[src/hpc_sqrt_cell.sv]
// One digit of a restoring integer square root, registered.
// No dependencies.
module hpc_sqrt_cell #(
  parameter int SW = 38,
  parameter int K  = 0
) (
  input  logic          clk,
  input  logic          en,
  input  logic [SW-1:0] rem_in,
  input  logic [SW-1:0] root_in,
  output logic [SW-1:0] rem_out,
  output logic [SW-1:0] root_out
);

  localparam logic [SW-1:0] BIT = SW'(1) << (2 * K);

  logic [SW-1:0] trial;
  assign trial = root_in + BIT;

  always_ff @(posedge clk) begin
    if (en) begin
      if (rem_in >= trial) begin
        rem_out  <= rem_in - trial;
        root_out <= (root_in >> 1) + BIT;
      end else begin
        rem_out  <= rem_in;
        root_out <= root_in >> 1;
      end
    end
  end

endmodule

[config.mk]
export PLATFORM = sky130hd
export DESIGN_NAME = hpc_sqrt_cell
export DESIGN_NICKNAME = d
export VERILOG_FILES = /design/src/hpc_sqrt_cell.sv
export SDC_FILE = /design/constraint.sdc
export NUM_CORES = 1
export LEC_CHECK = 0
export BUFFER_PORTS_ARGS = -buffer_cell sky130_fd_sc_hd__buf_2
export CAP_MARGIN = 25
export CORE_AREA = 2 2 120 146
export DETAILED_ROUTE_END_ITERATION = 16
export DIE_AREA = 0 0 122 148
export PLACE_DENSITY = 0.64
export SYNTH_ARGS = -nofsm -noshare
export SYNTH_HDL_FRONTEND = slang
export SYNTH_SLANG_ARGS = --single-unit
[constraint.sdc]
create_clock -name clk -period 11.06 [get_ports clk]
set_input_delay 2.212 -clock clk [delete_from_list [all_inputs] [get_ports clk]]
set_output_delay 2.212 -clock clk [all_outputs]
set_load 0.05 [all_outputs]
== After elaboration in Yosys (flattened, before gate mapping) ==
Cells that the tools add are included.

* Bits in registers: 76
* Input bits: 78
* Output and inout bits: 76
* Word-level logic and storage cells: 9

* Add/sub/neg operators: 3
* Order comparisons: 1
* Multiplexer cells: 2

{| class="wikitable"
|+ Operators with widths
! kind !! number
|-
| adder 37 x 1 -> 38 bit, second input constant || 1
|-
| adder 38 x 1 -> 38 bit, second input constant || 1
|-
| >= comparator 38 bit || 1
|-
| two-way mux 38 bit || 1
|-
| subtractor 38 bit || 1
|-
| two-way mux 37 bit || 1
|}

== Logic depth before layout (Yosys ltp) ==
Gate-level depths: netlist of the first run.

* Depth in word-level cells: 3
* Depth in mapped cells: 23
* Depth with buffers taken out: 18

== Least setup slack after synthesis of the first run ==
No wires, ideal clock.

* Path type: input -> register
* Start point: in root_in[3]
* End point: reg rem_out[4], data pin
* Library setup time: 260 ps
* Data arrival time: 5885 ps
* Required time: 10800 ps
* Path slack: 4915 ps
* Stages on the path: 18
* Buffers on the path: 4
* Cells stage by stage: clkbuf_1 > nand3_1 > nor2_1 > and3_1 > buf_2 > nand2_1 > or4_1 > xor2_1 > ha_1 > a21oi_1 > o21ai_0 > a221oi_1 > nand4b_1 > or4_1 > buf_4 > nand2_8 > buf_6 > mux2_2

* Word-level cells in the longest chain between the ends: 3
* Elaborated cells between the ends (all ways): 4
* Those cells by class: 2 x add/sub; 1 x order compare; 1 x mux

{| class="wikitable"
|+ RTL lines
! what !! line !! text
|-
| start: declaration || 10 || <nowiki>input logic [SW-1:0] root_in,</nowiki>
|-
| adder 38 x 1 -> 38 bit (*) || 18 || <nowiki>assign trial = root_in + BIT;</nowiki>
|-
| subtractor 38 bit or >= comparator 38 bit (tied branches) || 23, 22 ||
|-
| two-way mux 38 bit (*) || 22 || <nowiki>if (rem_in >= trial) begin</nowiki>
|-
| end signal: assignment || 23 || <nowiki>rem_out <= rem_in - trial;</nowiki>
|-
| end signal: assignment || 26 || <nowiki>rem_out <= rem_in;</nowiki>
|-
| end: declaration || 11 || <nowiki>output logic [SW-1:0] rem_out,</nowiki>
|}

Mark *: on every way between the ends. The rest lies on a longest branch, timed or not.
A chain may end at the register's enable or synchronous reset.

== Worst setup path after layout of the first run ==
* Start point: in root_in[1]
* End point: reg root_out[25], data pin

* Word-level cells in the longest chain between the ends: 3
* Elaborated cells between the ends (all ways): 4
* Those cells by class: 2 x add/sub; 1 x order compare; 1 x mux

{| class="wikitable"
|+ RTL lines
! what !! line !! text
|-
| adder 38 x 1 -> 38 bit || 18 ||
|-
| >= comparator 38 bit || 22 ||
|-
| two-way mux 37 bit (*) || 22 ||
|-
| end signal: assignment || 24 || <nowiki>root_out <= (root_in >> 1) + BIT;</nowiki>
|-
| end signal: assignment || 27 || <nowiki>root_out <= root_in >> 1;</nowiki>
|-
| end: declaration || 12 || <nowiki>output logic [SW-1:0] root_out</nowiki>
|}

Marked as above.

==> results of run 1 <==
[cell families after synthesis]
group | share of synthesized area [%]
and+or+nand+nor | 21.2
AOI/OAI and AO/OA | 16.8
xor gates and xnor gates | 13.8
DFF | 34.9
buffers and inverters | 4.42
adders and majority gates | 7.96
muxes | 0.861
[layout by cell type (no fill, tap or decap), types with 6 or more instances in the layout]
cell | synthesis | routed
inv_1 | 15 | 15
nor4_2 | 7 | 7
a211oi_1 | 6 | 6
or2_2 | 6 | 6
a21o_1 | 11 | 11
o21ai_1 | 10 | 10
and2_1 | 9 | 9
nand2_1 | 81 | 81
edfxtp_1 | 76 | 76
ha_1 | 40 | 40
o21a_1 | 11 | 11
xnor2_1 | 36 | 36
xor2_1 | 67 | 67
nand4_1 | 22 | 22
and3_1 | 9 | 9
o21ai_0 | 39 | 39
nor2_1 | 57 | 57
nor3_1 | 22 | 22
nand3_1 | 36 | 36
a21oi_1 | 35 | 35
clkbuf_16 | 0 | 9
buf_2 | 5 | 152
[stage by stage]
stage               instances  total power, uW  hold slack [ps]  worst slack [ps]  util [%]
floorplan                 720              665             2320              4910         -
global placement         1050              758             2520              3540      44.3
detailed placement       1050              759             2520              3640      44.3
CTS                      1065             1060             2160              3980      46.0
global route             1065             1100             2170              3470      46.0
finish                   1065             1050             2170              3910      46.0
[area by class of cell]
type	count	area (um2)
multi-input cells	590	3970
well taps	216	270
clock inverters	6	65.1
fillers	1660	8960
clock buffers	9	225
inverters	15	56.3
flip-flops and latches	76	2280
repair buffers	153	768
[worst paths after layout]
path,start,to,slack [ps],depth (start not counted)
max,root_in[1],root_out[25],3910,19
min,rem_in[8],rem_out[8],2170,3
[where the power goes]
part | leakage (uW) | internal, uW | switching, uW | total [uW]
logic | 0.00218 | 114 | 275 | 388
registers | 0.000743 | 357 | 8.45 | 366
clock network | 0.000142 | 174 | 126 | 300
total | 0.00306 | 645 | 410 | 1050
[state kept, by name, summed over array words and instances (netlist names)]
register,cells
root_out,38
rem_out,38
[cell usage after synthesis, drive strengths merged, types with 9 or more instances]
cell / count / area share [%]
nand2: 82 / 5.0
nor4: 9 / 1.5
buf: 15 / 2.0
o21ai: 49 / 3.8
and3: 9 / 0.86
ha: 40 / 7.7
a21oi: 35 / 2.7
xor2: 67 / 9.0
nand3: 36 / 2.8
nand4: 22 / 2.1
a21o: 11 / 1.3
o21a: 11 / 1.3
nor3: 23 / 1.8
and2: 9 / 0.86
nor2: 57 / 3.3
edfxtp: 76 / 35
clkbuf: 24 / 1.5
xnor2: 36 / 4.8
inv: 15 / 0.86
[routing by layer]
| layer | vias to the layer above | global-route usage (%) |
|---|---|---|
| li1 | 2901 | - |
| met1 | 2762 | 27.1 |
| met2 | 203 | 37.2 |
| met3 | 26 | 3.28 |
| met4 | 0 | 7.93 |
| met5 | - | 0 |
==> metrics.md, run 1 <==
| Metric | Value |
|---|---|
| Status | completed |
| Synth Register Bits | 76 |
| First-pass GRT wire length | between 30000 and 40000 um |
| Crit Path Class | input port to register |
| CP arrival | between 7000 and 8000 ps |
| Worst min path class | input port to register |
| Bufs and invs on worst path | 1 |
| Synthesized cell area | around 6500 um2 |
| Placeable Area | roughly 17000 um2 |
| Most frequent CP cell | nand4_1 |
| Syn Inst Count | 720 |
| NumNets Final | about 960 |
| Top Ports | about 150 |
| Clk buf depth | 2 |
| Power density cells | between 100 and 150 nW/um2 |
| Post-Syn Area per Cell | 9.08 um2 |
| Initial antenna violation count | 0 |
| Worst path required time | around 11000 ps |
| Remaining DRCs | 0 |
| Avg Vias per Cell | between 5 and 6 |
| Clock Sinks | 76 |
| Clk slew on worst S/H paths | around 60 ps |
| Critical Path Start Type | input port |
| RSZ-0062 raised after global routing | no |
| Initial Util | between 30 and 40% |
| Leak | just over 0.003 uW |
| Die width | 122 um |
| Met2 wire length | 9760 um |
| Critical path's top delay family | simple AND/OR/NAND/NOR gates |
| FMAX | 140 MHz |
| Post-synth EDFFs | 76 |
| Async set or reset register ratio after synthesis | 0% |
| Post-CTS setup buffers | 0 |
| Slowest stage delay, CP | approximately 510 ps |
| All-Layer GR Usage | a little over a fifth |
| Primary FF master, synth | edfxtp_1 |
| Kind of end point of the critical path | register |
| Drt wl/cell | between 15 and 20 um |
| Worst Max-Slew Pin Slew | just under 1000 ps |
| Vias in the first global route | about 5600 |
| Fin. max-slew vios | 0 |
| HPWL after detailed placement | ~15000 um |
| Vias | 5892 |
| Library cells used by synthesis | 67 |
| Area Overhead vs Synth | 16.8% |
| Sequential fraction of the synthesis area | 34.9% |
| Synth warnings | 0 |
| Part of the cycle the worst path needs | between 60% and 70% |
| Setup violators final | 0 |
| First drt pass iteration count | 5 |
| Setup TNS | 0 ps |
| Die Ht | ~150 um |
| Crit path time final | around 7000 ps |
| Share of layout cells above drive strength 1 | around 23% |
| 1st-iter DRT viols | roughly 360 |
| CTS tree | done |
| Worst-path cell chain | buf_2 > ha_1 > nand3_1 > nor2_1 > and3_1 > nand4_1 > nor3_2 > nand4_1 > nor2_1 > xnor2_1 > ha_1 > nand4_1 > nor3_1 > nand4_1 > nand3b_1 > o22a_1 > nand2_8 > nor4b_1 > xor2_1 |
| Slew headroom | between 30% and 40% |
| Final hold vios | 0 |
| Post-Syn Nets | between 800 and 900 |
| Final ANT Viol Nets | 0 |
| Post-CTS resize count | 0 |
| Largest net degree at the start of global routing | 100 |
| GP Congestion | around 0.93 |
| Grt total ovfl | 0 |
| Max Cap Viol | 0 |
| Dpl cell area | roughly 7300 um2 |
| Hold bufs inserted after CTS | 0 |
| Top sig layer | met4 |
| Post-route cell area | approximately 7600 um2 |
| Row cnt | 52 |
| Die area | roughly 18000 um2 |
| N_diodes | 0 |
| CTS Root Buffer Type | clkbuf_16 |
| Met1 WL | 8080 um |
| Port Buffers | 153 |
| Slowest CP cell | nor4b_1 |
| Metal3 WL | 990 um |
| Final wirelength | approximately 19000 um |
| Max VDD drop | 0.0000865 V |
| CTS Buf Count | 9 |
| H-tree depth | 3 |
| Crit Path Max Fanout | 99 |
(Power assumes the default switching activity.)
==> run 2, diff against run 1 <==
==> constraint.sdc (replaced) <==
create_clock -name clk -period 7.2 [get_ports clk]
set_input_delay 1.44 -clock clk [delete_from_list [all_inputs] [get_ports clk]]
set_output_delay 1.44 -clock clk [all_outputs]
set_load 0.05 [all_outputs]
==> metrics.md, run 2 (synthesis gave the netlist of run 1 again) <==
| Metric | Value |
|---|---|
| Setup TNS | 0 ps |
| Clk buf depth | 2 |
| Initial Util | roughly 39% |
| Worst Max-Slew Pin Slew | 963 ps |
| Most common cell after layout, fill and taps aside | buf_2 |
| Grt total ovfl | 0 |
| NumNets Final | between 900 and 1000 |
| Post-route cell area | between 7000 and 8000 um2 |
| Hold bufs inserted after CTS | 0 |
| First-pass GRT wire length | ~30000 um |
| Final ANT Viol Nets | 0 |
| Crit path time final | around 6200 ps |
| Placeable Area | approximately 17000 um2 |
| CTS Buf Count | 9 |
| Part of the cycle the worst path needs | between 80% and 90% |
| Leak | slightly above 0.003 uW |
| Kind of end point of the critical path | register |
| Die Ht | roughly 150 um |
| Total of fill cells in the finished design | ~1700 |
| Status | completed |
| Post-CTS setup buffers | 0 |
| Final hold vios | 0 |
| Crit Path Class | input port to register |
| Clk slew on worst S/H paths | roughly 60 ps |
| Max Cap Viol | 0 |
| Avg Vias per Cell | between 5 and 6 |
| Dpl cells | about 1100 |
| Share of layout cells above drive strength 1 | between 20 and 25% |
| Most frequent cells in the layout | buf_2, nand2_1, edfxtp_1 |
| Top Ports | 154 |
| Clock Sinks | between 70 and 80 |
| Dpl cell area | ~7400 um2 |
| Die width | 122 um |
| Max VDD drop | around 0.000090 V |
| Area Overhead vs Synth | 17.4% |
| FMAX | 163 MHz |
| Post-Layout Cell Count | approximately 1100 |
| Die area | approximately 18000 um2 |
| Slowest stage delay, CP | approximately 500 ps |
| Hold_ws | roughly 1400 ps |
| Most frequent CP cell | nand4_1 |
| GP Congestion | around 0.92 |
| Remaining DRCs | 0 |
| Worst path required time | 7290 ps |
| Drt wl/cell | ~18 um |
| Final wirelength | between 15000 and 20000 um |
| First drt pass iteration count | 5 |
| Setup violators final | 0 |
| N_diodes | 0 |
| Top flop regs | rem_out x38, root_out x38 |
| Vias | about 5900 |
| Largest net degree at the start of global routing | 100 |
| Multi-input logic area | 3970 um2 |
| Bufs and invs on worst path | 1 |
| Critical Path Start Type | input port |
| Row cnt | 52 |
| CTS tree | done |
| Vias in the first global route | around 5500 |
| Worst-path cell chain | buf_2 > ha_1 > nand3_1 > nor2_1 > and3_1 > nand4_1 > nor3_2 > nand4_1 > nor2_1 > xnor2_1 > ha_1 > nand4_1 > nor3_1 > nand4_1 > nand3b_1 > o22a_1 > nand2_8 > nor4b_1 > xor2_1 |
| Port Buffers | around 150 |
| Register area | 2280 um2 |
| Worst min path class | input port to register |
| 1st-iter DRT viols | approximately 370 |
| Slowest CP cell | nor4b_1 |
| RSZ-0062 raised after global routing | no |
| Slew headroom | ~36% |
| H-tree depth | 3 |
| Post-CTS resize count | 0 |
| All-Layer GR Usage | between 20 and 25% |
| Initial antenna violation count | 0 |
| CTS Root Buffer Type | clkbuf_16 |
| Power density cells | between 200 and 250 nW/um2 |
| HPWL after detailed placement | roughly 15000 um |
| CP arrival | approximately 6200 ps |
| Fin. max-slew vios | 0 |
| Critical path's top delay family | simple AND/OR/NAND/NOR gates |
| Crit Path Max Fanout | a little under 100 |
-- run 2: cell types whose count changed in the layout (fill, tap and decap cells not counted), sizes merged --
cell      previous run  this run
clkinv               3         1
bufinv               1         2
clkinvlp             1         2
buf                153       155
-- run 2: cell type report --
class                      count  area share [%]
inverter                      15           0.734
tap                          216            3.52
multi-input combinational    590            51.7
sequential                    76            29.8
timing repair buffer         155            10.2
clock inverter                 6            1.16
clock buffer                   9            2.94
-- run 2: report_power, final --
| group | internal (uW) | leakage [uW] | switching, uW |
|---|---|---|---|
| logic | 175 | 0.00219 | 422 |
| clock network | 302 | 0.000148 | 191 |
| registers | 549 | 0.000743 | 13.4 |
| total | 1030 | 0.00308 | 626 |
-- run 2: per-layer routing --
layer	wire length (um)	track usage [%]	up-vias	part of all wire, %
met2	9590	36.9	195	50
met4	596	8.97	0	3.1
met5	0	0	-	0
li1	-	-	2898	-
met1	8050	26.8	2734	42
met3	995	3.16	38	5.2
-- run 2: tightest hold or removal path, cell delays in order --
cell and delay (ps):
buf_2 90, nand2_1 40, o21ai_0 60
-- run 2: through the flow --
step	power, uW	utilization, %	setup WS (ps)
detailed placement	1160	44.3	764
CTS	1660	46.2	1100
global route	1730	46.2	543
floorplan	1020	-	1830
global placement	1170	44.3	868
finish	1650	46.2	1050
-- run 2: final timing paths --
check / end / start / cells after the start / slack, ps
setup / recovery: root_out[25] / root_in[1] / 19 / 1050
hold / removal: rem_out[6] / rem_in[6] / 3 / 1380
==> run 3, diff against run 2 <==
--- a/config.mk
+++ b/config.mk
@@ -7,10 +7,11 @@
 export LEC_CHECK = 0
 export BUFFER_PORTS_ARGS = -buffer_cell sky130_fd_sc_hd__buf_2
 export CAP_MARGIN = 25
-export CORE_AREA = 2 2 120 146
+export CORE_AREA = 2 2 103 125
 export DETAILED_ROUTE_END_ITERATION = 16
-export DIE_AREA = 0 0 122 148
-export PLACE_DENSITY = 0.64
+export DIE_AREA = 0 0 105 127
+export MAX_ROUTING_LAYER = met4
+export PLACE_DENSITY = 0.83
 export SYNTH_ARGS = -nofsm -noshare
 export SYNTH_HDL_FRONTEND = slang
 export SYNTH_SLANG_ARGS = --single-unit
==> metrics.md, run 3 (synthesis gave the netlist of run 1 again) <==
| Metric | Value |
|---|---|
| Drt wl/cell | ~18 um |
| Fin util | between 60 and 70% |
| Switching power | 620 uW |
| Worst Max-Slew Pin Slew | between 900 and 1000 ps |
| CTS tree | done |
| CTS Root Buffer Type | clkbuf_16 |
| CTS Buf Count | 9 |
| 1st-iter DRT viols | roughly 400 |
| First-pass GRT wire length | 28800 um |
| Post-CTS setup buffers | 0 |
| Most frequent CP cell | nand4_1 |
| Hold bufs inserted after CTS | 0 |
| Kind of end point of the critical path | register |
| Critical path's top delay family | simple AND/OR/NAND/NOR gates |
| Bufs and invs on worst path | 1 |
| Reg power frac | 34.9% |
| Row cnt | 44 |
| Largest net degree at the start of global routing | 100 |
| Die width | approximately 110 um |
| Worst-path cell chain | buf_2 > ha_1 > nand3_1 > nor2_1 > and3_1 > nand4_1 > nor3_2 > nand4_1 > nor2_1 > xnor2_1 > ha_1 > nand4_1 > nor3_1 > nand4_1 > nand3b_1 > o22a_1 > nand2_8 > nor4b_1 > xor2_1 |
| Post-CTS resize count | 0 |
| Combinational Power Share | 37.1% |
| Vias in the first global route | 5541 |
| Remaining DRCs | 0 |
| Part of the cycle the worst path needs | between 80% and 90% |
| FMAX | between 150 and 200 MHz |
| GP Congestion | 0.975 |
| RSZ-0062 raised after global routing | no |
| All-Layer GR Usage | between 20% and 30% |
| N_diodes | 0 |
| NumNets Final | around 970 |
| Total of fill cells in the finished design | 1080 |
| CP arrival | around 6200 ps |
| Slew headroom | a little over a third |
| Clk buf depth | 2 |
| Grt total ovfl | 0 |
| Fin. max-slew vios | 0 |
| Vias | around 6000 |
| Initial Util | between 50% and 60% |
| Status | completed |
| Max VDD drop | approximately 0.00013 V |
| Worst path required time | 7270 ps |
| Int Pwr | about 990 uW |
| Final ANT Viol Nets | 0 |
| Share of layout cells above drive strength 1 | between 20 and 25% |
| Port Buffers | ~150 |
| HPWL after detailed placement | approximately 14000 um |
| H-tree depth | 3 |
| Crit Path Max Fanout | 99 |
| Slowest stage delay, CP | 500 ps |
| Most common cell after layout, fill and taps aside | buf_2 |
| Most frequent cells in the layout | buf_2, nand2_1, edfxtp_1 |
| Area Overhead vs Synth | 15.9% |
| Clock Sinks | between 70 and 80 |
| Die area | 13300 um2 |
| Avg Vias per Cell | 5.92 |
| Top Ports | roughly 150 |
| Slowest CP cell | nor4b_1 |
| First drt pass iteration count | 5 |
| Worst min path class | input port to register |
| Leak | 0.00307 uW |
| Max Cap Viol | 0 |
| Power density cells | around 210 nW/um2 |
| Crit Path Class | input port to register |
| Crit path time final | between 6000 and 7000 ps |
| Clock share of power | between 20 and 30% |
| Setup violators final | 0 |
| Sw Share | between 30% and 40% |
| Die Ht | roughly 130 um |
| Setup TNS | 0 ps |
| Critical Path Start Type | input port |
| Initial antenna violation count | 0 |
| Clk slew on worst S/H paths | roughly 60 ps |
| Final wirelength | ~18000 um |
| Top flop regs | rem_out x38, root_out x38 |
| Placeable Area | about 12000 um2 |
| Final hold vios | 0 |
## run 3: final cells by class
| type | instances | area [um2] | share of cell area [%] |
|---|---|---|---|
| Clock buffer | 9 | 225 | 2.97 |
| Clock inverter | 7 | 66.3 | 0.875 |
| Inverter | 15 | 56.3 | 0.743 |
| Multi-Input combinational cell | 590 | 3970 | 52.3 |
| Sequential cell | 76 | 2280 | 30.1 |
| Tap cell | 161 | 201 | 2.66 |
| Timing Repair Buffer | 155 | 781 | 10.3 |
## run 3: through the flow
step / hold slack (ps) / area [um2] / power [uW] / setup slack [ps] / std cells
global placement: 1740 / 7290 / 1160 / 871 / 997
detailed placement: 1750 / 7290 / 1160 / 758 / 997
floorplan: 1550 / 6540 / 1020 / 1830 / 720
finish: 1390 / 7580 / 1610 / 1050 / 1013
global route: 1410 / 7580 / 1680 / 512 / 1013
CTS: 1390 / 7580 / 1610 / 1080 / 1013
## run 3: final timing paths
| check | start | end | slack [ps] | cells past startpoint |
|---|---|---|---|---|
| hold / removal | rem_in[10] | rem_out[10] | 1390 | 3 |
| setup / recovery | root_in[1] | root_out[33] | 1050 | 19 |
## run 3: per-layer routing
layer / part of all wire, % / GRT usage, % / vias up
li1: - / - / 2910
met2: 47 / 44.5 / 260
met4: 3.3 / 10.8 / 0
met5: 0 / - / -
met1: 44 / 38.1 / 2785
met3: 5.8 / 2.91 / 43
## run 3: power groups by stage
stage / combinational, uW / clock, uW / sequential (uW)
3_3_place_gp: 586 / 0 / 570
4_1_cts: 593 / 455 / 562
3_5_place_dp: 590 / 0 / 570
2_1_floorplan: 277 / 0 / 745
6_report: 598 / 451 / 562
5_1_grt: 642 / 472 / 566
